===== src/sv/vfs_pkg.sv =====
// Shared types and constants for the valve and flow supervisor.
package vfs_pkg;

  localparam int OP_W          = 3;
  localparam int CFG_IDX_W     = 1;
  localparam int CFG_DATA_W    = 16;
  localparam int DELAY_W       = 16;
  localparam int COUNT_W       = 27;
  localparam int LIMIT_W       = 26;
  localparam int MS_PER_S      = 1000;

  // operation codes
  localparam logic [OP_W-1:0] OP_TICK   = 3'd0;
  localparam logic [OP_W-1:0] OP_VALVE  = 3'd1;
  localparam logic [OP_W-1:0] OP_PURE   = 3'd2;
  localparam logic [OP_W-1:0] OP_TAP    = 3'd3;
  localparam logic [OP_W-1:0] OP_CLICK  = 3'd4;
  localparam logic [OP_W-1:0] OP_PRESS  = 3'd5;

  // configuration register indexes
  localparam logic [CFG_IDX_W-1:0] CFG_AUTOCLOSE_TIMEOUT = 1'b0;
  localparam logic [CFG_IDX_W-1:0] CFG_ALERT_DELAY       = 1'b1;

  localparam logic [CFG_DATA_W-1:0] TIMEOUT_RESET     = 16'd60;
  localparam logic [DELAY_W-1:0]    ALERT_DELAY_RESET = 16'd2000;
  localparam logic [LIMIT_W-1:0]    LIMIT_RESET       = 26'(60 * MS_PER_S);
  localparam logic [DELAY_W-1:0]    DELAY_MAX         = '1;
  localparam logic [COUNT_W-1:0]    COUNT_MAX         = '1;

  typedef struct packed {
    logic [OP_W-1:0] operation;
    logic            level;
    logic            init_report;
  } vfs_in_t;

  typedef struct packed {
    logic valve_open;
    logic pure_alert;
    logic tap_alert;
    logic auto_closed;
  } vfs_out_t;

  typedef struct packed {
    logic [LIMIT_W-1:0] limit_ms;
    logic [DELAY_W-1:0] alert_delay_ms;
  } vfs_cfg_t;

endpackage


===== src/sv/valve_flow_supervisor_top.sv =====
// Top level of the valve and flow supervisor: input register, update, result register.
// Takes one beat per clock cycle when the result side keeps up; an accepted beat is held in the
// input register, then the combinational state update writes its result into the result register,
// from which it is offered.
// A stalled result backs up into the input register, which then
// stalls the input. Configuration writes take effect at the next edge; the auto-close timeout
// is converted to milliseconds when it is written.
module valve_flow_supervisor_top (
  input  logic                             clk,
  input  logic                             rst,
  input  logic                             in_valid,
  output logic                             in_stall,
  input  vfs_pkg::vfs_in_t                 in_data,
  output logic                             out_valid,
  input  logic                             out_stall,
  output vfs_pkg::vfs_out_t                out_data,
  input  logic                             cfg_we,
  input  logic [vfs_pkg::CFG_IDX_W-1:0]    cfg_index,
  input  logic [vfs_pkg::CFG_DATA_W-1:0]   cfg_data
);

  vfs_pkg::vfs_in_t  in_q;
  logic              in_q_valid;
  vfs_pkg::vfs_out_t out_q;
  logic              out_q_valid;
  vfs_pkg::vfs_cfg_t cfg;
  vfs_pkg::vfs_out_t result;
  logic              advance;
  logic              in_accept;

  assign advance   = in_q_valid && (!out_q_valid || !out_stall);
  assign in_stall  = in_q_valid && !advance;
  assign in_accept = in_valid && !in_stall;

  vfs_cfg u_cfg (
    .clk       (clk),
    .rst       (rst),
    .cfg_we    (cfg_we),
    .cfg_index (cfg_index),
    .cfg_data  (cfg_data),
    .cfg       (cfg)
  );

  vfs_core u_core (
    .clk    (clk),
    .rst    (rst),
    .step   (advance),
    .item   (in_q),
    .cfg    (cfg),
    .result (result)
  );

  always_ff @(posedge clk) begin
    if (rst) begin
      in_q_valid  <= 1'b0;
      out_q_valid <= 1'b0;
    end else begin
      if (in_accept) begin
        in_q_valid <= 1'b1;
      end else if (advance) begin
        in_q_valid <= 1'b0;
      end
      if (advance) begin
        out_q_valid <= 1'b1;
      end else if (!out_stall) begin
        out_q_valid <= 1'b0;
      end
    end
  end

  // payload registers: input loads on accept, result loads on advance, both hold while stalled
  always_ff @(posedge clk) begin
    if (in_accept) begin
      in_q <= in_data;
    end
    if (advance) begin
      out_q <= result;
    end
  end

  assign out_valid = out_q_valid;
  assign out_data  = out_q;

endmodule


===== src/sv/vfs_cfg.sv =====
// Configuration registers with the auto-close limit kept in milliseconds.
module vfs_cfg (
  input  logic                                clk,
  input  logic                                rst,
  input  logic                                cfg_we,
  input  logic [vfs_pkg::CFG_IDX_W-1:0]       cfg_index,
  input  logic [vfs_pkg::CFG_DATA_W-1:0]      cfg_data,
  output vfs_pkg::vfs_cfg_t                   cfg
);

  logic [vfs_pkg::LIMIT_W-1:0] limit_ms;
  logic [vfs_pkg::DELAY_W-1:0] alert_delay_ms;
  logic [vfs_pkg::LIMIT_W-1:0] limit_next;

  // seconds to milliseconds, fits in 26 bits for any 16-bit timeout
  assign limit_next = vfs_pkg::LIMIT_W'(cfg_data) * vfs_pkg::LIMIT_W'(vfs_pkg::MS_PER_S);

  always_ff @(posedge clk) begin
    if (rst) begin
      limit_ms       <= vfs_pkg::LIMIT_RESET;
      alert_delay_ms <= vfs_pkg::ALERT_DELAY_RESET;
    end else if (cfg_we) begin
      case (cfg_index)
        vfs_pkg::CFG_AUTOCLOSE_TIMEOUT: limit_ms       <= limit_next;
        vfs_pkg::CFG_ALERT_DELAY:       alert_delay_ms <= cfg_data;
        default: ;
      endcase
    end
  end

  assign cfg.limit_ms       = limit_ms;
  assign cfg.alert_delay_ms = alert_delay_ms;

endmodule


===== src/sv/vfs_core.sv =====
// Supervisor state and its one-step update for each item.
module vfs_core (
  input  logic              clk,
  input  logic              rst,
  input  logic              step,
  input  vfs_pkg::vfs_in_t  item,
  input  vfs_pkg::vfs_cfg_t cfg,
  output vfs_pkg::vfs_out_t result
);

  logic                        valve_is_open, valve_is_open_next;
  logic                        autoclose_armed, autoclose_armed_next;
  logic                        countdown_running, countdown_running_next;
  logic [vfs_pkg::COUNT_W-1:0] countdown_ms, countdown_ms_next;
  logic                        pure_delay_running, pure_delay_running_next;
  logic [vfs_pkg::DELAY_W-1:0] pure_delay_ms, pure_delay_ms_next;
  logic                        tap_delay_running, tap_delay_running_next;
  logic [vfs_pkg::DELAY_W-1:0] tap_delay_ms, tap_delay_ms_next;
  logic                        pure_alert_flag, pure_alert_flag_next;
  logic                        tap_alert_flag, tap_alert_flag_next;
  logic                        closed_now;

  logic [vfs_pkg::DELAY_W-1:0] pure_inc, tap_inc;
  logic [vfs_pkg::COUNT_W-1:0] count_inc;

  assign pure_inc  = (pure_delay_ms < vfs_pkg::DELAY_MAX) ? pure_delay_ms + 1'b1
                                                          : pure_delay_ms;
  assign tap_inc   = (tap_delay_ms < vfs_pkg::DELAY_MAX) ? tap_delay_ms + 1'b1
                                                         : tap_delay_ms;
  assign count_inc = (countdown_ms < vfs_pkg::COUNT_MAX) ? countdown_ms + 1'b1
                                                         : countdown_ms;

  always_comb begin
    valve_is_open_next      = valve_is_open;
    autoclose_armed_next    = autoclose_armed;
    countdown_running_next  = countdown_running;
    countdown_ms_next       = countdown_ms;
    pure_delay_running_next = pure_delay_running;
    pure_delay_ms_next      = pure_delay_ms;
    tap_delay_running_next  = tap_delay_running;
    tap_delay_ms_next       = tap_delay_ms;
    pure_alert_flag_next    = pure_alert_flag;
    tap_alert_flag_next     = tap_alert_flag;
    closed_now              = 1'b0;

    case (item.operation)
      vfs_pkg::OP_TICK: begin
        if (pure_delay_running) begin
          pure_delay_ms_next = pure_inc;
          if (pure_inc >= cfg.alert_delay_ms) begin
            pure_alert_flag_next    = 1'b1;
            pure_delay_running_next = 1'b0;
          end
        end
        if (tap_delay_running) begin
          tap_delay_ms_next = tap_inc;
          if (tap_inc >= cfg.alert_delay_ms) begin
            tap_alert_flag_next    = 1'b1;
            tap_delay_running_next = 1'b0;
          end
        end
        if (autoclose_armed && countdown_running) begin
          countdown_ms_next = count_inc;
          if (count_inc > {1'b0, cfg.limit_ms}) begin
            autoclose_armed_next   = 1'b0;
            countdown_running_next = 1'b0;
            countdown_ms_next      = '0;
            valve_is_open_next     = 1'b0;
            closed_now             = 1'b1;
          end
        end
      end
      vfs_pkg::OP_VALVE: begin
        if (!item.init_report) begin
          valve_is_open_next = item.level;
          if (item.level) begin
            if (!autoclose_armed) begin
              autoclose_armed_next   = 1'b1;
              countdown_running_next = 1'b1;
              countdown_ms_next      = '0;
            end
          end else begin
            autoclose_armed_next   = 1'b0;
            countdown_running_next = 1'b0;
            countdown_ms_next      = '0;
          end
        end
      end
      vfs_pkg::OP_PURE: begin
        if (!item.level) begin
          pure_delay_running_next = 1'b0;
          pure_delay_ms_next      = '0;
          // end of pure flow restarts an armed countdown from zero
          if (autoclose_armed) begin
            countdown_running_next = 1'b1;
            countdown_ms_next      = '0;
          end
        end else begin
          countdown_running_next = 1'b0;
          countdown_ms_next      = '0;
          if (!valve_is_open && !pure_delay_running) begin
            pure_delay_running_next = 1'b1;
            pure_delay_ms_next      = '0;
          end
        end
      end
      vfs_pkg::OP_TAP: begin
        if (!item.level) begin
          tap_delay_running_next = 1'b0;
          tap_delay_ms_next      = '0;
        end else if (valve_is_open && !tap_delay_running) begin
          tap_delay_running_next = 1'b1;
          tap_delay_ms_next      = '0;
        end
      end
      vfs_pkg::OP_CLICK: begin
        valve_is_open_next = 1'b1;
      end
      vfs_pkg::OP_PRESS: begin
        valve_is_open_next   = 1'b0;
        pure_alert_flag_next = 1'b0;
        tap_alert_flag_next  = 1'b0;
      end
      default: ;
    endcase
  end

  always_ff @(posedge clk) begin
    if (rst) begin
      valve_is_open      <= 1'b0;
      autoclose_armed    <= 1'b0;
      countdown_running  <= 1'b0;
      countdown_ms       <= '0;
      pure_delay_running <= 1'b0;
      pure_delay_ms      <= '0;
      tap_delay_running  <= 1'b0;
      tap_delay_ms       <= '0;
      pure_alert_flag    <= 1'b0;
      tap_alert_flag     <= 1'b0;
    end else if (step) begin
      valve_is_open      <= valve_is_open_next;
      autoclose_armed    <= autoclose_armed_next;
      countdown_running  <= countdown_running_next;
      countdown_ms       <= countdown_ms_next;
      pure_delay_running <= pure_delay_running_next;
      pure_delay_ms      <= pure_delay_ms_next;
      tap_delay_running  <= tap_delay_running_next;
      tap_delay_ms       <= tap_delay_ms_next;
      pure_alert_flag    <= pure_alert_flag_next;
      tap_alert_flag     <= tap_alert_flag_next;
    end
  end

  assign result.valve_open  = valve_is_open_next;
  assign result.pure_alert  = pure_alert_flag_next;
  assign result.tap_alert   = tap_alert_flag_next;
  assign result.auto_closed = closed_now;

  a_autoclose_shuts: assert property (@(posedge clk) disable iff (rst)
    step && closed_now |=> !valve_is_open && !autoclose_armed)
    else $error("auto close left the valve open or armed");

  a_disarmed_idle: assert property (@(posedge clk) disable iff (rst)
    !autoclose_armed |-> !countdown_running && countdown_ms == '0)
    else $error("countdown active while disarmed");

  a_press_clears: assert property (@(posedge clk) disable iff (rst)
    step && item.operation == vfs_pkg::OP_PRESS |=> !pure_alert_flag && !tap_alert_flag)
    else $error("long press did not clear alerts");

endmodule


===== config.mk =====
export PLATFORM = sky130hd
export DESIGN_NAME = valve_flow_supervisor_top
export DESIGN_NICKNAME = d
export VERILOG_FILES = /design/src/sv/vfs_pkg.sv /design/src/sv/valve_flow_supervisor_top.sv /design/src/sv/vfs_cfg.sv /design/src/sv/vfs_core.sv
export SDC_FILE = /design/constraint.sdc
export NUM_CORES = 1
export LEC_CHECK = 0
export ABC_AREA = 1
export ABC_CLOCK_PERIOD_IN_PS = 6000
export BUFFER_PORTS_ARGS = -buffer_cell sky130_fd_sc_hd__clkbuf_2
export CAP_MARGIN = 15
export CORE_UTILIZATION = 51
export CTS_CLUSTER_SIZE = 10
export DETAILED_ROUTE_END_ITERATION = 16
export HOLD_SLACK_MARGIN = 0.15
export PLACE_DENSITY = 0.79
export SLEW_MARGIN = 15
export SYNTH_ARGS = -nofsm -noshare
export SYNTH_HDL_FRONTEND = slang
export SYNTH_HIERARCHICAL = 1
export SYNTH_SLANG_ARGS = --single-unit

===== constraint.sdc =====
create_clock -name clk -period 6 [get_ports clk]
set_clock_uncertainty 0.15 [all_clocks]
set_input_delay 1.5 -clock clk [delete_from_list [all_inputs] [get_ports clk]]
set_output_delay 1.5 -clock clk [all_outputs]
set_load 0.005 [all_outputs]

==> flow_summary_export.csv, run 1 <==
group,metric,value,unit
floorplan,die_h,143.7,µm
floorplan,core,0.01959,mm²
route,drt-total-wl,23140,µm
clocking,cts.repair.resized,0,
setup_path,worstPathRequired,6.17,ns
timing,slew_headroom,28.93,%
synth,syn_area,0.01024,mm²
clocking,postCtsSetupBuffers,0,
cells_and_area,layout-drive-gt1-share,8.948,%
synth,synth-async-reset-ratio,0,%
timing,period_share,85.40,%
global_routing,grt_pass1_vias,8776,
timing,hold_viol_final,0,
floorplan,ios,33,
setup_path,cp-start-kind,"input port",
route,firstDrtPassIters,5,
clocking,clk_latency,0.42,ns
clocking,clockRootBuffer,"clkbuf_16",
floorplan,num_rows,51,
route,drt-initial-drc-count,608,
cells_and_area,regArea,0.002412,mm²
min_path,hold_depth,2,
setup_path,worst_path_largest_cell_delay,0.53,ns
setup_path,path_max_fanout,5,
timing,rsz0062_at_grt,"no",
cells_and_area,stdcell_count,1729,
cells_and_area,multi_input_area,0.006731,mm²
synth,netlist_instances,1428,
power,share_seq_of_total_power,23.3,%
power,p_clk_share,29.2,%
setup_path,critPathKind,"input port to flip-flop",
setup_path,r2r-end,"u_core/countdown_ms[16]",
power,p_int,2.129,mW
synth,yosys_warnings,6,
setup_path,rr_worst_depth,16,
clocking,tritoncts,"yes",
route,post-route-drc-count,0,
setup_path,timing.rr.start,"u_core/countdown_ms[0]",
clocking,ctsHoldBuffers,0,
global_routing,antenna_found_initial,0,
timing,setup_tns,0,ns
global_routing,grt_usage,24.34,%
global_routing,grt_use_met1,29.62,%
global_routing,grt_first_pass_wirelength,39700,µm
placed_design,portBuffers,32,
synth,synth_edf_count,9,
route,vias,8998,
setup_path,cp.arrival,5.30,ns
min_path,hold_start,"u_cfg/limit_ms[5]",
clocking,cts_buffer_depth,2,
placed_design,routabilityCongestion,0.9143,
power,switching_share,41.10,%
clocking,clk_pin_slew,0.06,ns
placed_design,pre_cts_ws,0.4641,ns
route,routedWlPerCell,13.39,µm
min_path,hold_end,"u_cfg/limit_ms[5]",
global_routing,grt_busiest_layer,"met2",
synth,ys_ff_latch,116,
floorplan,fp.dieArea,0.02065,mm²
synth,synth_cell_types,49,
cells_and_area,area_growth,9.372,%
floorplan,start_util,52.27,%
setup_path,worst_setup_path_end_kind,"flip-flop",
timing,slew_violations,0,
timing,fmax,195.2,MHz
setup_path,crit_slowest_cell,"fa_1",
cells_and_area,postLayoutCellArea,0.01120,mm²
flow_run,max_cap_viol_count,0,
placed_design,dp_cells,1697,
synth,synth.avg_cell_area,7.171,µm²
setup_path,crit_top_cell,"nand2_1",
timing,setup_ws,0.8760,ns
power,leakagePower,5.429,nW
power,power_density,322.7,mW/mm²
setup_path,path_cells,"clkbuf_2 > inv_1 > fa_1 > fa_1 > fa_1 > fa_1 > inv_1 > ha_1 > nand2_1 > inv_2 > nand2_2 > inv_2 > nand2_1 > nand3_2 > nand2_1 > nand2_1 > nand2_1 > nand3_1 > nand2_1 > inv_1",
placed_design,placed_area,0.01059,mm²
cells_and_area,fillerInstances,1831,
route,vias_per_cell,5.204,
timing,period_needed,5.124,ns
global_routing,use_met3,3.732,%
route,ant_nets,0,
power,combPwrFrac,47.5,%
power,switchingPower,1.486,mW
clocking,cts.sinks,116,
outcome,status,"finished, final reports clean",
clocking,cts_buffers,17,
synth,synth_ff_type,"dfxtp_1",
synth,synth_seq_area_share,23.56,%
cells_and_area,num_antenna_cells,0,
cells_and_area,nets,1646,
setup_path,r2r_setup_slack,1.64,ns
min_path,min_path_type,"flip-flop to flip-flop",
placed_design,dp_hpwl,18050,µm
power,peakVddDrop,225.9,µV
global_routing,grtUsageMet2,42.67,%
floorplan,fp.dieW,143.7,µm
global_routing,overflow,0,
global_routing,grt_max_degree,43,
timing,setup_violations,0,
clocking,cts_max_level,4,
timing,tightest_slew,1.062,ns
-- per-stage QoR --
| step | hold WS [ns] | power (mW) | utilization [%] |
|---|---|---|---|
| 6_report | 0.3115 | 3.614 | 57.17 |
| 5_1_grt | 0.3406 | 3.930 | 57.17 |
| 4_1_cts | 0.3124 | 3.627 | 57.17 |
| 3_5_place_dp | 0.2973 | 2.554 | 54.05 |
| 3_3_place_gp | 0.2994 | 2.513 | 54.05 |
| 2_1_floorplan | 0.2789 | 2.194 | - |
-- state kept, by name, summed over array words and instances (netlist names) --
signal and flops:
u_core/countdown_ms 27, u_cfg/limit_ms 23, u_cfg/alert_delay_ms 16, u_core/pure_delay_ms 16, u_core/tap_delay_ms 16, in_q 5, out_data 4, in_q_valid 1
out_valid 1, u_core/autoclose_armed 1, u_core/countdown_running 1, u_core/pure_alert_flag 1, u_core/pure_delay_running 1, u_core/tap_alert_flag 1, u_core/tap_delay_running 1, u_core/valve_is_open 1
-- layer usage --
layer  wire length (µm)  vias to the layer above
met4                665                        0
met1              10220                     4186
met3                786                       56
met5                  0                        -
met2              11470                      186
li1                   -                     4570
-- critical path: cells and delay by family --
kind,cells,cell delay (ns)
simple gates,9,0.85
buf+inv,6,0.55
fa+ha+maj,5,2.40
-- cells by family after synthesis --
family,count (synthesis),share of synthesized area (%)
other,1,0.03662
AO/OA/AOI/OAI,206,11.41
flip-flops,116,23.56
XOR/XNOR,48,4.106
AND/OR/NAND/NOR,608,25.62
adder cells (fa/ha/maj),168,24.49
buffers and inverters,281,10.78
-- worst max path at each step --
stage / startpoint / to / slack [ns] / depth (start not counted)
floorplan: cfg_data[9] / u_cfg/limit_ms[23] / 0.92 / 16
global placement: cfg_data[11] / u_cfg/limit_ms[19] / 0.51 / 18
detailed placement: cfg_data[11] / u_cfg/limit_ms[23] / 0.46 / 18
CTS: cfg_data[5] / u_cfg/limit_ms[17] / 0.89 / 20
global route: cfg_data[9] / u_cfg/limit_ms[23] / 0.63 / 19
finish: cfg_data[5] / u_cfg/limit_ms[17] / 0.88 / 20
-- Yosys cell counts (all sizes together), types with 3 or more instances --
cell | n | share of area [%]
a21oi | 137 | 7.3
a31oi | 4 | 0.24
and2 | 3 | 0.21
buf | 16 | 1.1
clkbuf | 17 | 0.62
dfxtp | 107 | 21
edfxtp | 9 | 2.6
fa | 54 | 11
ha | 114 | 14
inv | 248 | 9.1
nand2 | 372 | 14
nand3 | 67 | 3.7
nand3b | 4 | 0.45
nand4 | 13 | 0.79
nor2 | 119 | 4.6
nor3 | 18 | 0.93
nor4 | 5 | 0.31
o211ai | 8 | 0.59
o21a | 7 | 0.51
o21ai | 40 | 2.0
or2 | 5 | 0.31
xnor2 | 28 | 2.4
xor2 | 20 | 1.7
-- power groups by stage --
stage / registers, mW / clock network [mW] / logic [mW]
after floorplan: 0.852 / 0 / 1.34
after global placement: 0.857 / 0 / 1.66
after detailed placement: 0.859 / 0 / 1.69
after CTS: 0.843 / 1.07 / 1.71
after global routing: 0.848 / 1.11 / 1.97
final: 0.842 / 1.05 / 1.72
-- cells in the final DEF, fill, tap and decap left out, drive strengths merged, types with 20 or more instances in the layout --
master,netlist,layout
nand2,372,372
inv,248,249
a21oi,137,137
nor2,119,119
ha,114,114
dfxtp,107,107
nand3,67,67
fa,54,54
clkbuf,17,51
o21ai,40,40
xnor2,28,28
xor2,20,20
-- layout make-up --
type | count | share of cell area (%)
Timing Repair Buffer | 35 | 1.631
Sequential cell | 116 | 21.54
Clock inverter | 12 | 1.374
Tap cell | 265 | 2.961
Inverter | 248 | 8.312
Multi-Input combinational cell | 1033 | 60.11
Clock buffer | 20 | 4.078
Note: power is estimated with default switching activity, not from simulation.
==> inputs of run 2 (changes only) <==
--- a/config.mk
+++ b/config.mk
@@ -14,6 +14,7 @@
 export DETAILED_ROUTE_END_ITERATION = 16
 export HOLD_SLACK_MARGIN = 0.15
 export PLACE_DENSITY = 0.79
+export REMOVE_ABC_BUFFERS = 1
 export SLEW_MARGIN = 15
 export SYNTH_ARGS = -nofsm -noshare
 export SYNTH_HDL_FRONTEND = slang
==> run 2 against run 1 <==
  * Clock-buffer cell count down 1
  * Critical path depth down 2
  * Fmax down 2.3%
  * Final cell count unchanged
  * Sequential cell count unchanged
  * Largest cell class unchanged
  * Largest power group unchanged
==> flow_summary_export.csv, run 2 (synthesis gave the netlist of run 1 again) <==
group,metric,value,unit
clocking,cts_buffer_depth,2,
cells_and_area,final_cell_mix,"nand2_1, inv_1, a21oi_1",
route,drt-total-wl,23730,µm
global_routing,antenna_found_initial,0,
clocking,cts_max_level,4,
clocking,cts.sinks,116,
cells_and_area,num_antenna_cells,0,
timing,slew_headroom,28.99,%
timing,period_needed,5.244,ns
cells_and_area,largest-register,"u_core/countdown_ms",
cells_and_area,largest_reg_flops,27,
power,peakVddDrop,215.7,µV
clocking,clockRootBuffer,"clkbuf_16",
clocking,clk_latency,0.42,ns
power,switchingPower,1.504,mW
setup_path,path_delay_family,"adder cells",
cells_and_area,largestRegisters,"u_core/countdown_ms (27), u_cfg/limit_ms (23)",
setup_path,worstPathRequired,6.21,ns
global_routing,overflow,0,
cells_and_area,fillerInstances,1796,
placed_design,routabilityCongestion,0.9108,
clocking,tritoncts,"yes",
power,share_seq_of_total_power,22.7,%
route,vias_per_cell,5.199,
floorplan,ios,33,
floorplan,num_rows,51,
clocking,clk_pin_slew,0.06,ns
power,power_density,330.0,mW/mm²
setup_path,cp.arrival,5.45,ns
setup_path,critPathKind,"input port to flip-flop",
route,ant_nets,0,
setup_path,crit_slowest_cell,"fa_1",
clocking,ctsHoldBuffers,0,
clocking,cts_buffers,17,
timing,slew_violations,0,
cells_and_area,final_common_cell,"nand2_1",
placed_design,dp_hpwl,18600,µm
floorplan,fp.dieArea,0.02065,mm²
cells_and_area,layout-drive-gt1-share,9.016,%
power,combPwrFrac,47.0,%
route,firstDrtPassIters,5,
floorplan,die_h,143.7,µm
timing,tightest_slew,1.061,ns
route,vias,8989,
power,p_clk_share,30.3,%
timing,rsz0062_at_grt,"no",
floorplan,fp.dieW,143.7,µm
route,drt-initial-drc-count,664,
clocking,postCtsSetupBuffers,0,
global_routing,grt_first_pass_wirelength,39890,µm
global_routing,grt_max_degree,51,
outcome,status,"finished, final reports clean",
setup_path,path_max_fanout,6,
cells_and_area,area_growth,9.824,%
placed_design,portBuffers,32,
setup_path,cp-start-kind,"input port",
timing,setup_tns,0,ns
clocking,cts.repair.resized,0,
cells_and_area,post-route-util,57.41,%
global_routing,grt_usage,24.66,%
timing,setup_violations,0,
global_routing,grt_pass1_vias,8480,
timing,period_share,87.40,%
power,p_int,2.208,mW
setup_path,path_cells,"clkbuf_2 > inv_1 > fa_1 > fa_1 > inv_1 > fa_1 > inv_1 > fa_1 > inv_1 > ha_1 > nand2_1 > nand2_1 > o21bai_1 > a21oi_1 > nand3_1 > nand2_1 > nor2_1 > nor2_1",
setup_path,worst_setup_path_end_kind,"flip-flop",
flow_run,max_cap_viol_count,0,
timing,fmax,190.7,MHz
min_path,min_path_type,"flip-flop to flip-flop",
setup_path,worst_path_largest_cell_delay,0.55,ns
cells_and_area,nets,1646,
power,leakagePower,5.444,nW
setup_path,crit_buf_inv,5,
floorplan,start_util,52.27,%
route,routedWlPerCell,13.72,µm
route,post-route-drc-count,0,
power,switching_share,40.52,%
timing,hold_viol_final,0,
floorplan,core,0.01959,mm²
## run 2: final timing paths
| path | startpoint | end | slack [ns] | cells past startpoint |
|---|---|---|---|---|
| setup / recovery | cfg_data[10] | u_cfg/limit_ms[23] | 0.76 | 18 |
| hold / removal | u_cfg/limit_ms[6] | u_cfg/limit_ms[6] | 0.31 | 2 |
| setup reg to reg | u_core/countdown_ms[0] | u_core/countdown_ms[25] | 1.67 | 16 |
| hold reg to reg | u_cfg/limit_ms[6] | u_cfg/limit_ms[6] | 0.31 | 2 |
## run 2: metrics by stage
step	area, µm²	power, mW	hold slack (ns)	worst slack, ns	std cells
2_1_floorplan	10070	2.180	0.2789	0.9049	1397
5_1_grt	11250	4.015	0.3353	0.4622	1729
6_report	11250	3.711	0.3123	0.7559	1729
4_1_cts	11250	3.707	0.3134	0.7949	1729
3_3_place_gp	10590	2.525	0.2910	0.3789	1697
3_5_place_dp	10590	2.565	0.2979	0.3788	1697
## run 2: power groups by stage
stage / clock network (mW) / registers [mW] / logic, mW
5_1_grt: 1.17 / 0.848 / 1.99
3_5_place_dp: 0 / 0.859 / 1.71
2_1_floorplan: 0 / 0.852 / 1.33
6_report: 1.12 / 0.843 / 1.75
3_3_place_gp: 0 / 0.859 / 1.67
4_1_cts: 1.14 / 0.843 / 1.73
## run 2: area by class of cell
class | count | area, µm² | share of cell area (%)
multi-input cells | 1033 | 6731 | 59.86
flip-flops and latches | 116 | 2412 | 21.45
inverters | 248 | 930.9 | 8.278
clock buffers | 19 | 452.9 | 4.028
well taps | 265 | 331.6 | 2.948
clock inverters | 13 | 203.9 | 1.814
repair buffers | 35 | 182.7 | 1.624
## run 2: per-layer routing
layer / wire length (µm) / vias up / track usage [%]
li1: - / 4579 / -
met1: 10890 / 4125 / 31.55
met2: 10960 / 242 / 41.52
met3: 1125 / 43 / 3.499
met4: 748 / 0 / 10.36
met5: 0 / - / 0
## run 2: worst register-to-register path, cell delays in order (launching register included)
cell and delay [ns]:
dfxtp_1 0.38, ha_1 0.19, nand2_1 0.13, nor2_2 0.14, nand2_1 0.10, inv_1 0.07
nand2_1 0.10, nor2_1 0.29, nand3_1 0.15, xnor2_1 0.18, ha_1 0.31, nand2_1 0.09
nor4_1 0.72, nand3b_4 0.18, a21oi_4 0.75, nand2_1 0.15, a21oi_1 0.17
